<file path="src/rtl/core/assert_macros.svh">
// Assertion macros shared by the RTL of the pattern generator.
// Depends on nothing; expects a clock named clk and a reset named rst in scope.
`ifndef ASSERT_MACROS_SVH
`define ASSERT_MACROS_SVH

// Check that holds outside reset.
`define SLPG_ASSERT(lbl, prop, msg) \
  lbl: assert property (@(posedge clk) disable iff (rst) (prop)) else $error(msg);

// Check that holds at every edge, reset included.
`define SLPG_ASSERT_ALWAYS(lbl, prop, msg) \
  lbl: assert property (@(posedge clk) (prop)) else $error(msg);

`endif

</file>
<file path="src/rtl/core/slpg_pkg.sv">
// Package of the structured-light pattern generator: widths, register
// indexes, pattern codes and the quarter-wave sine table. Depends on nothing.
package slpg_pkg;

  localparam int COORD_BITS      = 12;
  localparam int SINE_TABLE_BITS = 10;
  localparam int QUARTER_BITS    = SINE_TABLE_BITS - 2;
  localparam int SINE_QUARTER    = 1 << QUARTER_BITS;
  localparam int GAIN_BITS       = 8;
  localparam int GAINS_BITS      = 3 * GAIN_BITS;
  localparam int PHASE_BITS      = 32;
  localparam int SINE_BITS       = 16;
  localparam int CFG_INDEX_BITS  = 3;
  localparam int CFG_DATA_BITS   = 32;

  // Full scale of a sine sample: 1.0 in unsigned Q1.15.
  localparam logic [SINE_BITS-1:0] SINE_ONE = 16'd32768;

  // Pattern codes of the mode register.
  typedef enum logic [1:0] {
    MODE_GRAY = 2'd0,
    MODE_SINE = 2'd1,
    MODE_FLAT = 2'd2
  } pattern_mode_t;

  // Quadrants of the sine phase.
  localparam logic [1:0] QUAD_RISE = 2'd0;
  localparam logic [1:0] QUAD_FALL = 2'd1;

  // Configuration register indexes.
  localparam logic [CFG_INDEX_BITS-1:0] REG_PATTERN_MODE   = 3'd0;
  localparam logic [CFG_INDEX_BITS-1:0] REG_PATTERN_AXIS   = 3'd1;
  localparam logic [CFG_INDEX_BITS-1:0] REG_BIT_INDEX      = 3'd2;
  localparam logic [CFG_INDEX_BITS-1:0] REG_INVERT_STRIPES = 3'd3;
  localparam logic [CFG_INDEX_BITS-1:0] REG_COLOR_GAINS    = 3'd4;
  localparam logic [CFG_INDEX_BITS-1:0] REG_SINE_STEP      = 3'd5;
  localparam logic [CFG_INDEX_BITS-1:0] REG_SINE_PHASE     = 3'd6;

  // Reset value of the packed color gains.
  localparam logic [GAINS_BITS-1:0] GAINS_RESET = 24'h191919;

  // pi/2 in Q30 and the Taylor divisors (2n)(2n+1) for n = 1..6.
  localparam logic [63:0] PIH_Q30 = 64'd1686629713;
  localparam int unsigned TAYLOR_DIV [6] = '{6, 20, 42, 72, 110, 156};

  typedef logic [SINE_BITS-1:0] sine_quarter_t [SINE_QUARTER];

  // One sample of the first quadrant of max(0, sin), in Q1.15.
  function automatic logic [SINE_BITS-1:0] quarter_sine(input int unsigned a);
    logic [63:0] z;
    logic [63:0] t;
    logic [63:0] s;
    longint      sum;
    z   = (PIH_Q30 * 64'(a)) >> QUARTER_BITS;
    t   = z;
    sum = longint'(z);
    for (int n = 1; n <= 6; n++) begin
      t = (((t * z) >> 30) * z) >> 30;
      t = t / 64'(TAYLOR_DIV[n-1]);
      if ((n % 2) == 1) begin
        sum = sum - longint'(t);
      end else begin
        sum = sum + longint'(t);
      end
    end
    if (sum < 0) begin
      return '0;
    end
    s = (64'(sum) + 64'd16384) >> 15;
    if (s > 64'(SINE_ONE)) begin
      return SINE_ONE;
    end
    return SINE_BITS'(s);
  endfunction

  // Table of the first quadrant, built at elaboration.
  function automatic sine_quarter_t build_sine_quarter();
    sine_quarter_t rom;
    for (int k = 0; k < SINE_QUARTER; k++) begin
      rom[k] = quarter_sine(k);
    end
    return rom;
  endfunction

  localparam sine_quarter_t SINE_ROM = build_sine_quarter();

endpackage

</file>
<file path="src/rtl/core/structured_light_pattern_generator_top.sv">
// Top level of the structured-light pattern generator: a five-stage pixel
// pipeline with its configuration registers. Depends on slpg_pkg and
// assert_macros.svh.
//
// Usage:
// A pixel word (pixel_column, pixel_row) enters on pix_valid/pix_stall; the
// color word (blue_out, green_out, red_out) leaves on rgb_valid/rgb_stall.
// A word moves at a rising edge where valid is high and stall is low.
// The mode register picks Gray-code stripes, a sinusoid or a flat color.
// Registers are written on cfg_valid/cfg_ready with cfg_index and cfg_data;
// cfg_ready is always high and an index beyond the list is dropped. Write
// them only while no pixel is in flight.
// A pixel accepted at an edge passes in order through the five register
// stages (select, multiply, phase add, sine lookup, gain scale) to the
// outputs. Throughput: one pixel per cycle while the receiver does not
// stall; each stage takes a new word every cycle the pipeline advances.
// When the receiver stalls with a word waiting, the whole pipeline holds and
// pix_stall rises in the same cycle; nothing is lost or repeated.
// Reset empties the pipeline and loads the register reset values (flat mode,
// gains 0x191919).
module structured_light_pattern_generator_top (
  input  logic                                clk,
  input  logic                                rst,
  input  logic                                pix_valid,
  output logic                                pix_stall,
  input  logic [slpg_pkg::COORD_BITS-1:0]     pixel_column,
  input  logic [slpg_pkg::COORD_BITS-1:0]     pixel_row,
  output logic                                rgb_valid,
  input  logic                                rgb_stall,
  output logic [slpg_pkg::GAIN_BITS-1:0]      blue_out,
  output logic [slpg_pkg::GAIN_BITS-1:0]      green_out,
  output logic [slpg_pkg::GAIN_BITS-1:0]      red_out,
  input  logic                                cfg_valid,
  output logic                                cfg_ready,
  input  logic [slpg_pkg::CFG_INDEX_BITS-1:0] cfg_index,
  input  logic [slpg_pkg::CFG_DATA_BITS-1:0]  cfg_data
);
  import slpg_pkg::*;

  `include "assert_macros.svh"

  // Configuration registers.
  logic [1:0]            pattern_mode;
  logic                  pattern_axis;
  logic [3:0]            bit_index;
  logic                  invert_stripes;
  logic [GAINS_BITS-1:0] color_gains;
  logic [PHASE_BITS-1:0] sine_step;
  logic [PHASE_BITS-1:0] sine_phase;

  // Pipeline valid bits and payload.
  logic                    vld1, vld2, vld3, vld4;
  logic [COORD_BITS-1:0]   coord1;
  logic [PHASE_BITS-1:0]   prod2;
  logic                    stripe2, stripe3, stripe4;
  logic [SINE_TABLE_BITS-1:0] addr3;
  logic [SINE_BITS-1:0]    sine4;

  logic                    advance;
  logic [COORD_BITS-1:0]   coord_sel;
  logic [COORD_BITS-1:0]   gray1;
  logic [PHASE_BITS-1:0]   phase2;
  logic [1:0]              quad3;
  logic [QUARTER_BITS-1:0] r3;
  logic [QUARTER_BITS-1:0] r3_mirror;
  logic [SINE_BITS-1:0]    sine_next;
  logic [GAIN_BITS-1:0]    gain_b, gain_g, gain_r;
  logic [GAINS_BITS-1:0]   scaled_b, scaled_g, scaled_r;
  logic [GAIN_BITS-1:0]    blue_next, green_next, red_next;

  assign cfg_ready = 1'b1;

  // Register writes; unknown indexes fall through.
  always_ff @(posedge clk) begin
    if (rst) begin
      pattern_mode   <= MODE_FLAT;
      pattern_axis   <= 1'b0;
      bit_index      <= '0;
      invert_stripes <= 1'b0;
      color_gains    <= GAINS_RESET;
      sine_step      <= '0;
      sine_phase     <= '0;
    end else if (cfg_valid && cfg_ready) begin
      case (cfg_index)
        REG_PATTERN_MODE:   pattern_mode   <= cfg_data[1:0];
        REG_PATTERN_AXIS:   pattern_axis   <= cfg_data[0];
        REG_BIT_INDEX:      bit_index      <= cfg_data[3:0];
        REG_INVERT_STRIPES: invert_stripes <= cfg_data[0];
        REG_COLOR_GAINS:    color_gains    <= cfg_data[GAINS_BITS-1:0];
        REG_SINE_STEP:      sine_step      <= cfg_data;
        REG_SINE_PHASE:     sine_phase     <= cfg_data;
        default: ;
      endcase
    end
  end

  // The whole pipeline moves unless a finished word is held by the receiver.
  assign advance   = !(rgb_valid && rgb_stall);
  assign pix_stall = !advance;

  // Stage 1 logic feeds stage 2: Gray code and stripe bit.
  assign coord_sel = pattern_axis ? pixel_row : pixel_column;
  assign gray1     = coord1 ^ (coord1 >> 1);

  // Stage 2 feeds stage 3: phase offset added.
  assign phase2 = prod2 + sine_phase;

  // Stage 3 feeds stage 4: quarter-wave lookup of the sine.
  assign quad3     = addr3[SINE_TABLE_BITS-1 -: 2];
  assign r3        = addr3[QUARTER_BITS-1:0];
  assign r3_mirror = '0 - r3;

  always_comb begin
    case (quad3)
      QUAD_RISE: sine_next = SINE_ROM[r3];
      QUAD_FALL: sine_next = (r3 == '0) ? SINE_ONE : SINE_ROM[r3_mirror];
      default:   sine_next = '0;
    endcase
  end

  // Stage 4 feeds the output register: gain scaling and pattern select.
  assign gain_b   = color_gains[GAIN_BITS-1:0];
  assign gain_g   = color_gains[2*GAIN_BITS-1:GAIN_BITS];
  assign gain_r   = color_gains[3*GAIN_BITS-1:2*GAIN_BITS];
  assign scaled_b = GAINS_BITS'(gain_b) * GAINS_BITS'(sine4);
  assign scaled_g = GAINS_BITS'(gain_g) * GAINS_BITS'(sine4);
  assign scaled_r = GAINS_BITS'(gain_r) * GAINS_BITS'(sine4);

  always_comb begin
    case (pattern_mode)
      MODE_GRAY: begin
        blue_next  = stripe4 ? gain_b : '0;
        green_next = stripe4 ? gain_g : '0;
        red_next   = stripe4 ? gain_r : '0;
      end
      MODE_SINE: begin
        blue_next  = scaled_b[15 +: GAIN_BITS];
        green_next = scaled_g[15 +: GAIN_BITS];
        red_next   = scaled_r[15 +: GAIN_BITS];
      end
      MODE_FLAT: begin
        blue_next  = gain_b;
        green_next = gain_g;
        red_next   = gain_r;
      end
      default: begin
        blue_next  = '0;
        green_next = '0;
        red_next   = '0;
      end
    endcase
  end

  // Valid bits of the pipeline.
  always_ff @(posedge clk) begin
    if (rst) begin
      vld1      <= 1'b0;
      vld2      <= 1'b0;
      vld3      <= 1'b0;
      vld4      <= 1'b0;
      rgb_valid <= 1'b0;
    end else if (advance) begin
      vld1      <= pix_valid;
      vld2      <= vld1;
      vld3      <= vld2;
      vld4      <= vld3;
      rgb_valid <= vld4;
    end
  end

  // Payload of the pipeline.
  always_ff @(posedge clk) begin
    if (advance) begin
      coord1    <= coord_sel;
      prod2     <= PHASE_BITS'(coord1) * sine_step;
      stripe2   <= ((gray1 >> bit_index) & COORD_BITS'(1)) != '0 ? !invert_stripes
                                                                 : invert_stripes;
      addr3     <= phase2[PHASE_BITS-1 -: SINE_TABLE_BITS];
      stripe3   <= stripe2;
      sine4     <= sine_next;
      stripe4   <= stripe3;
      blue_out  <= blue_next;
      green_out <= green_next;
      red_out   <= red_next;
    end
  end

  // A held output word freezes every stage behind it.
  `SLPG_ASSERT(a_hold_freezes_pipe,
    rgb_valid && rgb_stall |=> $stable({vld1, vld2, vld3, vld4}),
    "pipeline moved while the output word was stalled")
  // An accepted pixel word always lands in the first stage.
  `SLPG_ASSERT(a_accept_enters,
    pix_valid && !pix_stall |=> vld1,
    "accepted pixel word missing from the first stage")
  // A looked-up sine sample never exceeds full scale.
  `SLPG_ASSERT(a_sine_bounded,
    vld4 |-> sine4 <= SINE_ONE,
    "sine sample above full scale")
  // Reset leaves no output word pending.
  `SLPG_ASSERT_ALWAYS(a_reset_empties,
    $past(rst) |-> !rgb_valid,
    "output word valid right after reset")

endmodule

</file>
<file path="config.mk">
export PLATFORM = sky130hd
export DESIGN_NAME = structured_light_pattern_generator_top
export DESIGN_NICKNAME = d
export VERILOG_FILES = /design/src/rtl/core/slpg_pkg.sv /design/src/rtl/core/structured_light_pattern_generator_top.sv
export VERILOG_INCLUDE_DIRS = /design/src /design/src/rtl/core
export SDC_FILE = /design/constraint.sdc
export NUM_CORES = 2
export LEC_CHECK = 0
export ABC_CLOCK_PERIOD_IN_PS = 6600
export BUFFER_PORTS_ARGS = -buffer_cell sky130_fd_sc_hd__buf_2
export CAP_MARGIN = 0
export CORE_MARGIN = 10
export CORE_UTILIZATION = 55
export CTS_BUF_LIST = sky130_fd_sc_hd__clkbuf_16
export DETAILED_ROUTE_END_ITERATION = 10
export PLACE_DENSITY = 0.76
export SYNTH_ARGS = -nofsm -noshare
export SYNTH_HDL_FRONTEND = slang
export SYNTH_SLANG_ARGS = --single-unit
</file>
<file path="constraint.sdc">
create_clock -name clk -period 6.6 [get_ports clk]
set_input_delay 0.66 -clock clk [delete_from_list [all_inputs] [get_ports clk]]
set_output_delay 0.66 -clock clk [all_outputs]
set_load 0.02 [all_outputs]
</file>
# Word level (Yosys, flattened, before mapping)
# Memory sizes are Yosys's and may differ from the RTL's.
# Cells that the tools add are included.
word_totals:
  regBits: 198
  mem_bits_ro: 8192
  memories: 2
mem_list:
  columns: ["name", "words", "word_bits", "read_ports", "rd_clocked_by_memory_dff", "wr", "line_no", "source"]
  rows:
  - ["(name not given)", 256, 16, 1, 0, 0, "structured_light_pattern_generator_top.sv:116", "QUAD_FALL: sine_next = (r3 == '0) ? SINE_ONE : SINE_ROM[r3_mirror];"]
  - ["(name not given)", 256, 16, 1, 0, 0, "structured_light_pattern_generator_top.sv:115", "QUAD_RISE: sine_next = SINE_ROM[r3];"]
op_classes:
  add_sub_neg: 2
  n_mul: 4
  order_cmp: 2
  eq_ne: 9
  n_shift: 1
  mux: 14
  bitwise_logic: 3
  reduce_logical: 13
ops:
  columns: ["operator", "n"]
  rows:
  - ["$mux 16", 5]
  - ["$pmux 8 s3", 3]
  - ["$mul 8x16->23", 3]
  - ["$add 32x32->32", 1]
  - ["$mul 12x32->32", 1]
  - ["$pmux 16 s2", 1]
  - ["$mux 8", 3]
  - ["$ge 9x9->1 const B", 2]
  - ["$not 8->9", 2]
  - ["$reduce_and 2->1", 7]
  - ["$mux 12", 1]
  - ["$shr 12x4->1", 1]
  - ["$xor 12x11->12", 1]
  - ["$eq 3x3->1 const B", 3]
  - ["$logic_not 8->1", 1]
  - ["$sub 1x8->8 const A", 1]
  - ["$eq 3x2->1 const B", 2]
  - ["$eq 2x1->1 const B", 2]
  - ["$logic_not 2->1", 2]
  - ["$eq 3x1->1 const B", 1]
  - ["$logic_not 3->1", 1]
  - ["$eq 2x2->1 const B", 1]
  - ["$logic_and 1x1->1", 1]
  - ["$logic_not 1->1", 1]
  - ["$mux 1", 1]

# Depth between registers and ports, before layout
logic_depth:
  ltp_word: 7
  mapped_depth: 22
  ltp_nobuf: 20

# Worst setup path after synthesis
# Ideal clock, no wire load.
synth_path:
  path_type: "register -> register"
  from: "reg coord1[3]"
  to: "reg prod2[30], data pin"
  setup_ps: 266
  t_arrival_ps: 5540
  setup_slack_ps: 794
  path_stages_with_launch: 21
  cell_sequence: "edfxtp_1 clkbuf_1 buf_1 nand2_1 fa_1 fa_1 inv_1 fa_1 fa_1 inv_1 fa_1 inv_1 ha_1 o21a_1 nor2_1 or3b_1 a2111oi_2 and4b_1 o31ai_2 o41ai_1 xnor2_1"
synth_between:
  elab_chain_len: 1
synth_lines:
  columns: ["item", "line_no", "source"]
  rows:
  - ["start: declaration", "structured_light_pattern_generator_top.sv:53", "logic [COORD_BITS-1:0] coord1;"]
  - ["start signal: assignment", "structured_light_pattern_generator_top.sv:174", "coord1 <= coord_sel;"]
  - ["$mul 12x32->32", "structured_light_pattern_generator_top.sv:175", "prod2 <= PHASE_BITS'(coord1) * sine_step;"]
  - ["end signal: assignment", "structured_light_pattern_generator_top.sv:175", null]
  - ["end: declaration", "structured_light_pattern_generator_top.sv:54", "logic [PHASE_BITS-1:0] prod2;"]
# No other way between the ends.
# A chain may end at the register's enable or synchronous reset.

# Worst setup path after layout
layout_path:
  from: "reg coord1[3]"
  to: "reg prod2[31], data pin"
# Same word-level chain as after synthesis.

==> results_tabular.tex <==
\begin{tabular}{lr}
\hline
Metric & Value \\
\hline
\multicolumn{2}{l}{\textbf{Outcome}} \\
\quad Result of the run & finished, final reports clean \\
\multicolumn{2}{l}{\textbf{Floorplan}} \\
\quad Full die area & 76,460 um\^{}2 \\
\quad Row Count & 93 \\
\quad Core ar. & 64,810 um\^{}2 \\
\quad Starting Density & 0.5584 \\
\quad Die Span Y & $\sim$280 um \\
\quad Die width & 276.5 um \\
\quad I/O Pins & 91 \\
\multicolumn{2}{l}{\textbf{Placed design}} \\
\quad HPWL reported at the end of detailed placement & 82.61 mm \\
\quad Placed Cells & 5,154 \\
\quad Placed Instance Area & 37,040 um\^{}2 \\
\quad I/O Buffers & 89 \\
\quad Weighted congestion at the end of routability-driven global placement & 1.028 \\
\multicolumn{2}{l}{\textbf{Min path}} \\
\quad Worst min-delay path class & reg2reg \\
\multicolumn{2}{l}{\textbf{Setup path}} \\
\quad Most common cell on crit path & fa\_1 \\
\quad Crit path buffers/inverters & 3 \\
\quad WP data required & 6810 ps \\
\quad Largest stage delay, worst path & 790 ps \\
\quad Highest-delay cell along the critical path & edfxtp\_1 \\
\quad Sort of element at the end of the critical path & flip-flop \\
\quad Category of the worst setup path launch point & flip-flop \\
\quad Worst-path fanout max & 17 \\
\quad Cell class contributing the biggest share of worst-path delay & adder cells \\
\quad CP Cell Sequence & nand2\_1 -> fa\_1 -> fa\_1 -> fa\_1 -> inv\_1 -> fa\_1 -> inv\_1 -> fa\_1 -> inv\_1 -> ha\_1 -> a2111oi\_2 -> o21ai\_1 -> a211oi\_2 -> nand2\_1 -> a311oi\_2 -> nor3\_1 -> a2111oi\_4 -> xnor2\_1 \\
\quad Arrival time at the worst endpoint & $\sim$6300 ps \\
\quad Start-to-end type of the worst setup path & reg2reg \\
\multicolumn{2}{l}{\textbf{Routing}} \\
\quad DR vias & 32,605 \\
\quad Antenna-violating nets left & 0 \\
\quad Average wire per standard cell & 21.78 um \\
\quad DRC violations left & 0 \\
\quad First-iteration detailed-routing DRC count & 4,539 \\
\quad Mean number of vias per cell & 6.285 \\
\quad Number of iterations in the first detailed-routing pass & 9 \\
\quad Total detailed-routing wirelength & around 110 mm \\
\multicolumn{2}{l}{\textbf{Layout}} \\
\quad Fraction of final layout cells sized beyond drive strength 1 & 0.06604 \\
\quad Commonest cells after routing, fill and taps aside & 708 x nand2\_1, 537 x inv\_1, 486 x fa\_1 \\
\quad Layout area overhead & 3.935\% \\
\quad Count of nets after finishing & slightly above 5,000 \\
\quad Most frequent standard cell in the layout excluding fill and tap cells & nand2\_1 \\
\quad Finished Layout Cells & 5,188 \\
\quad Final instance area & 37,610 um\^{}2 \\
\multicolumn{2}{l}{\textbf{Job}} \\
\quad Max-Cap Viols & 0 \\
\multicolumn{2}{l}{\textbf{GRT}} \\
\quad Initial antenna violation count & 1 \\
\quad Final global-route overflow total & 0 \\
\quad Met1 track demand over resource & 0.3965 \\
\quad Top Usage Layer GRT & met2 \\
\quad Global-route wire length before repair & between 150 and 200 mm \\
\quad Overall Global Routing Usage & 0.2882 \\
\quad Global routing met2 resource utilization & 0.4344 \\
\quad Largest net degree at the start of global routing & 143 \\
\quad Vias in the first global route & roughly 32,000 \\
\quad Met3 track demand over resource in global routing & 0.07672 \\
\multicolumn{2}{l}{\textbf{Synthesis}} \\
\quad Number of flip-flops and latches in the synthesized netlist & 198 \\
\quad Mean cell area of the mapped netlist & 8.116 um\^{}2 \\
\quad Cells after Synth & approximately 4,500 \\
\quad Post-synth design cell area & roughly 36,000 um\^{}2 \\
\quad Distinct cell type count after synthesis & 94 \\
\quad Number of enable-type register cells in the synthesized netlist & 97 \\
\quad Count of synthesis-stage warnings from yosys & 0 \\
\quad Most used flip-flop cell after synthesis & dfxtp\_1 \\
\quad Sequential area share after synthesis & 0.1364 \\
\quad Net Count, Synth & around 5,200 \\
\quad Async set-reset flop share out of synthesis & 0 \\
\multicolumn{2}{l}{\textbf{STA}} \\
\quad Clk\_skew & approximately 26 ps \\
\quad Slew HR & 0.2188 \\
\quad Endpoints failing setup & 0 \\
\quad Achievable clock frequency & 164.0 MHz \\
\quad Final period demand of the worst path & 6097 ps \\
\quad Worst Max-Slew Pin Slew & roughly 1200 ps \\
\quad Number of hold violations in the final report & 0 \\
\quad RSZ-0062 raised after global routing & no \\
\quad Final total negative setup slack & 0 ps \\
\quad Final worst-path cycle share & 0.9239 \\
\quad Final worst hold slack & 428.2 ps \\
\quad Max-slew violations & 0 \\
\multicolumn{2}{l}{\textbf{Clock tree}} \\
\quad Number of clock sinks & 198 \\
\quad Count of cells resized by post-cts repair & 0 \\
\quad Root buffer cell & clkbuf\_16 \\
\quad Clock-pin slew on the worst setup and hold paths & around 80 ps \\
\quad Maximum clock path buffer count & 2 \\
\quad Clock latency on the worst-skew pair & 470 ps \\
\quad Clock buffers created by TritonCTS & 17 \\
\quad \# hold bufs at CTS & 0 \\
\quad Post-CTS setup buffer count & 0 \\
\quad TritonCTS clock tree & built \\
\quad H-tree level count & 4 \\
\multicolumn{2}{l}{\textbf{Pwr}} \\
\quad Worst voltage drop across the vdd grid & 235.1 uV \\
\quad Leakage power of the design & 16.89 nW \\
\quad Power per unit of standard cell area & roughly 340 nW/um\^{}2 \\
\hline
\end{tabular}
==> stage by stage <==
stage,setup slack (ps),power (W),util
final,502.6,0.01292,0.5803
after global routing,178.0,0.01411,0.5803
after CTS,515.0,0.01268,0.5803
after detailed placement,503.5,0.01155,0.5715
after global placement,589.8,0.01135,0.5715
after floorplan,794.3,0.008911,-
==> Yosys cell counts, types with 56 or more instances <==
cell type	count	area [um^2]
nand2_1	710	2665
inv_1	537	2016
fa_1	486	9729
and2_1	386	2415
a21oi_1	297	1486
ha_1	228	2853
clkbuf_1	217	814.5
o21ai_0	207	1036
nor2_1	189	709.4
dfxtp_1	101	2022
edfxtp_1	97	2913
xnor2_1	87	762.0
buf_2	78	390.4
nor3_1	69	345.3
a211oi_1	60	450.4
o211ai_1	57	427.9
nand3_1	56	280.3
==> sequential cells by signal (all words and copies together), names as in the netlist, 2 cells and up <==
signal	cells
blue_out	8
prod2	32
addr3	10
green_out	8
red_out	8
sine_step	32
sine4	16
bit_index	4
color_gains	24
pattern_mode	2
sine_phase	32
coord1	12
==> final timing paths <==
kind              startpoint   endpoint  slack [ps]  cells after the start
hold reg to reg      stripe3    stripe4         430                      0
setup reg to reg   coord1[3]  prod2[31]         500                     18
setup / recovery   coord1[3]  prod2[31]         500                     18
hold / removal       stripe3    stripe4         430                      0
==> layout make-up <==
class,instances,area [um^2]
diodes,2,5.005
clock buffers,17,425.4
clock inverters,15,141.4
fillers,5732,27200
inverters,543,2038
multi-input cells,3378,27830
flip-flops and latches,198,4935
well taps,855,1070
repair buffers,180,1169
==> layer usage <==
layer | share of wire | up-vias
li1 | - | 14387
met1 | 0.40 | 15899
met2 | 0.44 | 2022
met3 | 0.13 | 295
met4 | 0.033 | 2
met5 | 0.00014 | -
==> logic make-up after synthesis <==
family                   after synthesis  synth area share
AO/OA/AOI/OAI                        938            0.1659
XOR/XNOR                             110           0.02704
adder cells (fa/ha/maj)              716            0.3482
buffers and inverters                883           0.09698
flip-flops                           198            0.1364
multiplexers                          52           0.02012
other                                  1         0.0001036
AND/OR/NAND/NOR                     1561            0.2053
==> power by group <==
part	switching (W)	internal (W)	total, W
clock network	0.000576	0.000503	0.00108
registers	0.000303	0.00144	0.00174
logic	0.00631	0.00379	0.0101
total	0.00719	0.00573	0.0129
No activity file was read; power rests on OpenSTA's default activity.
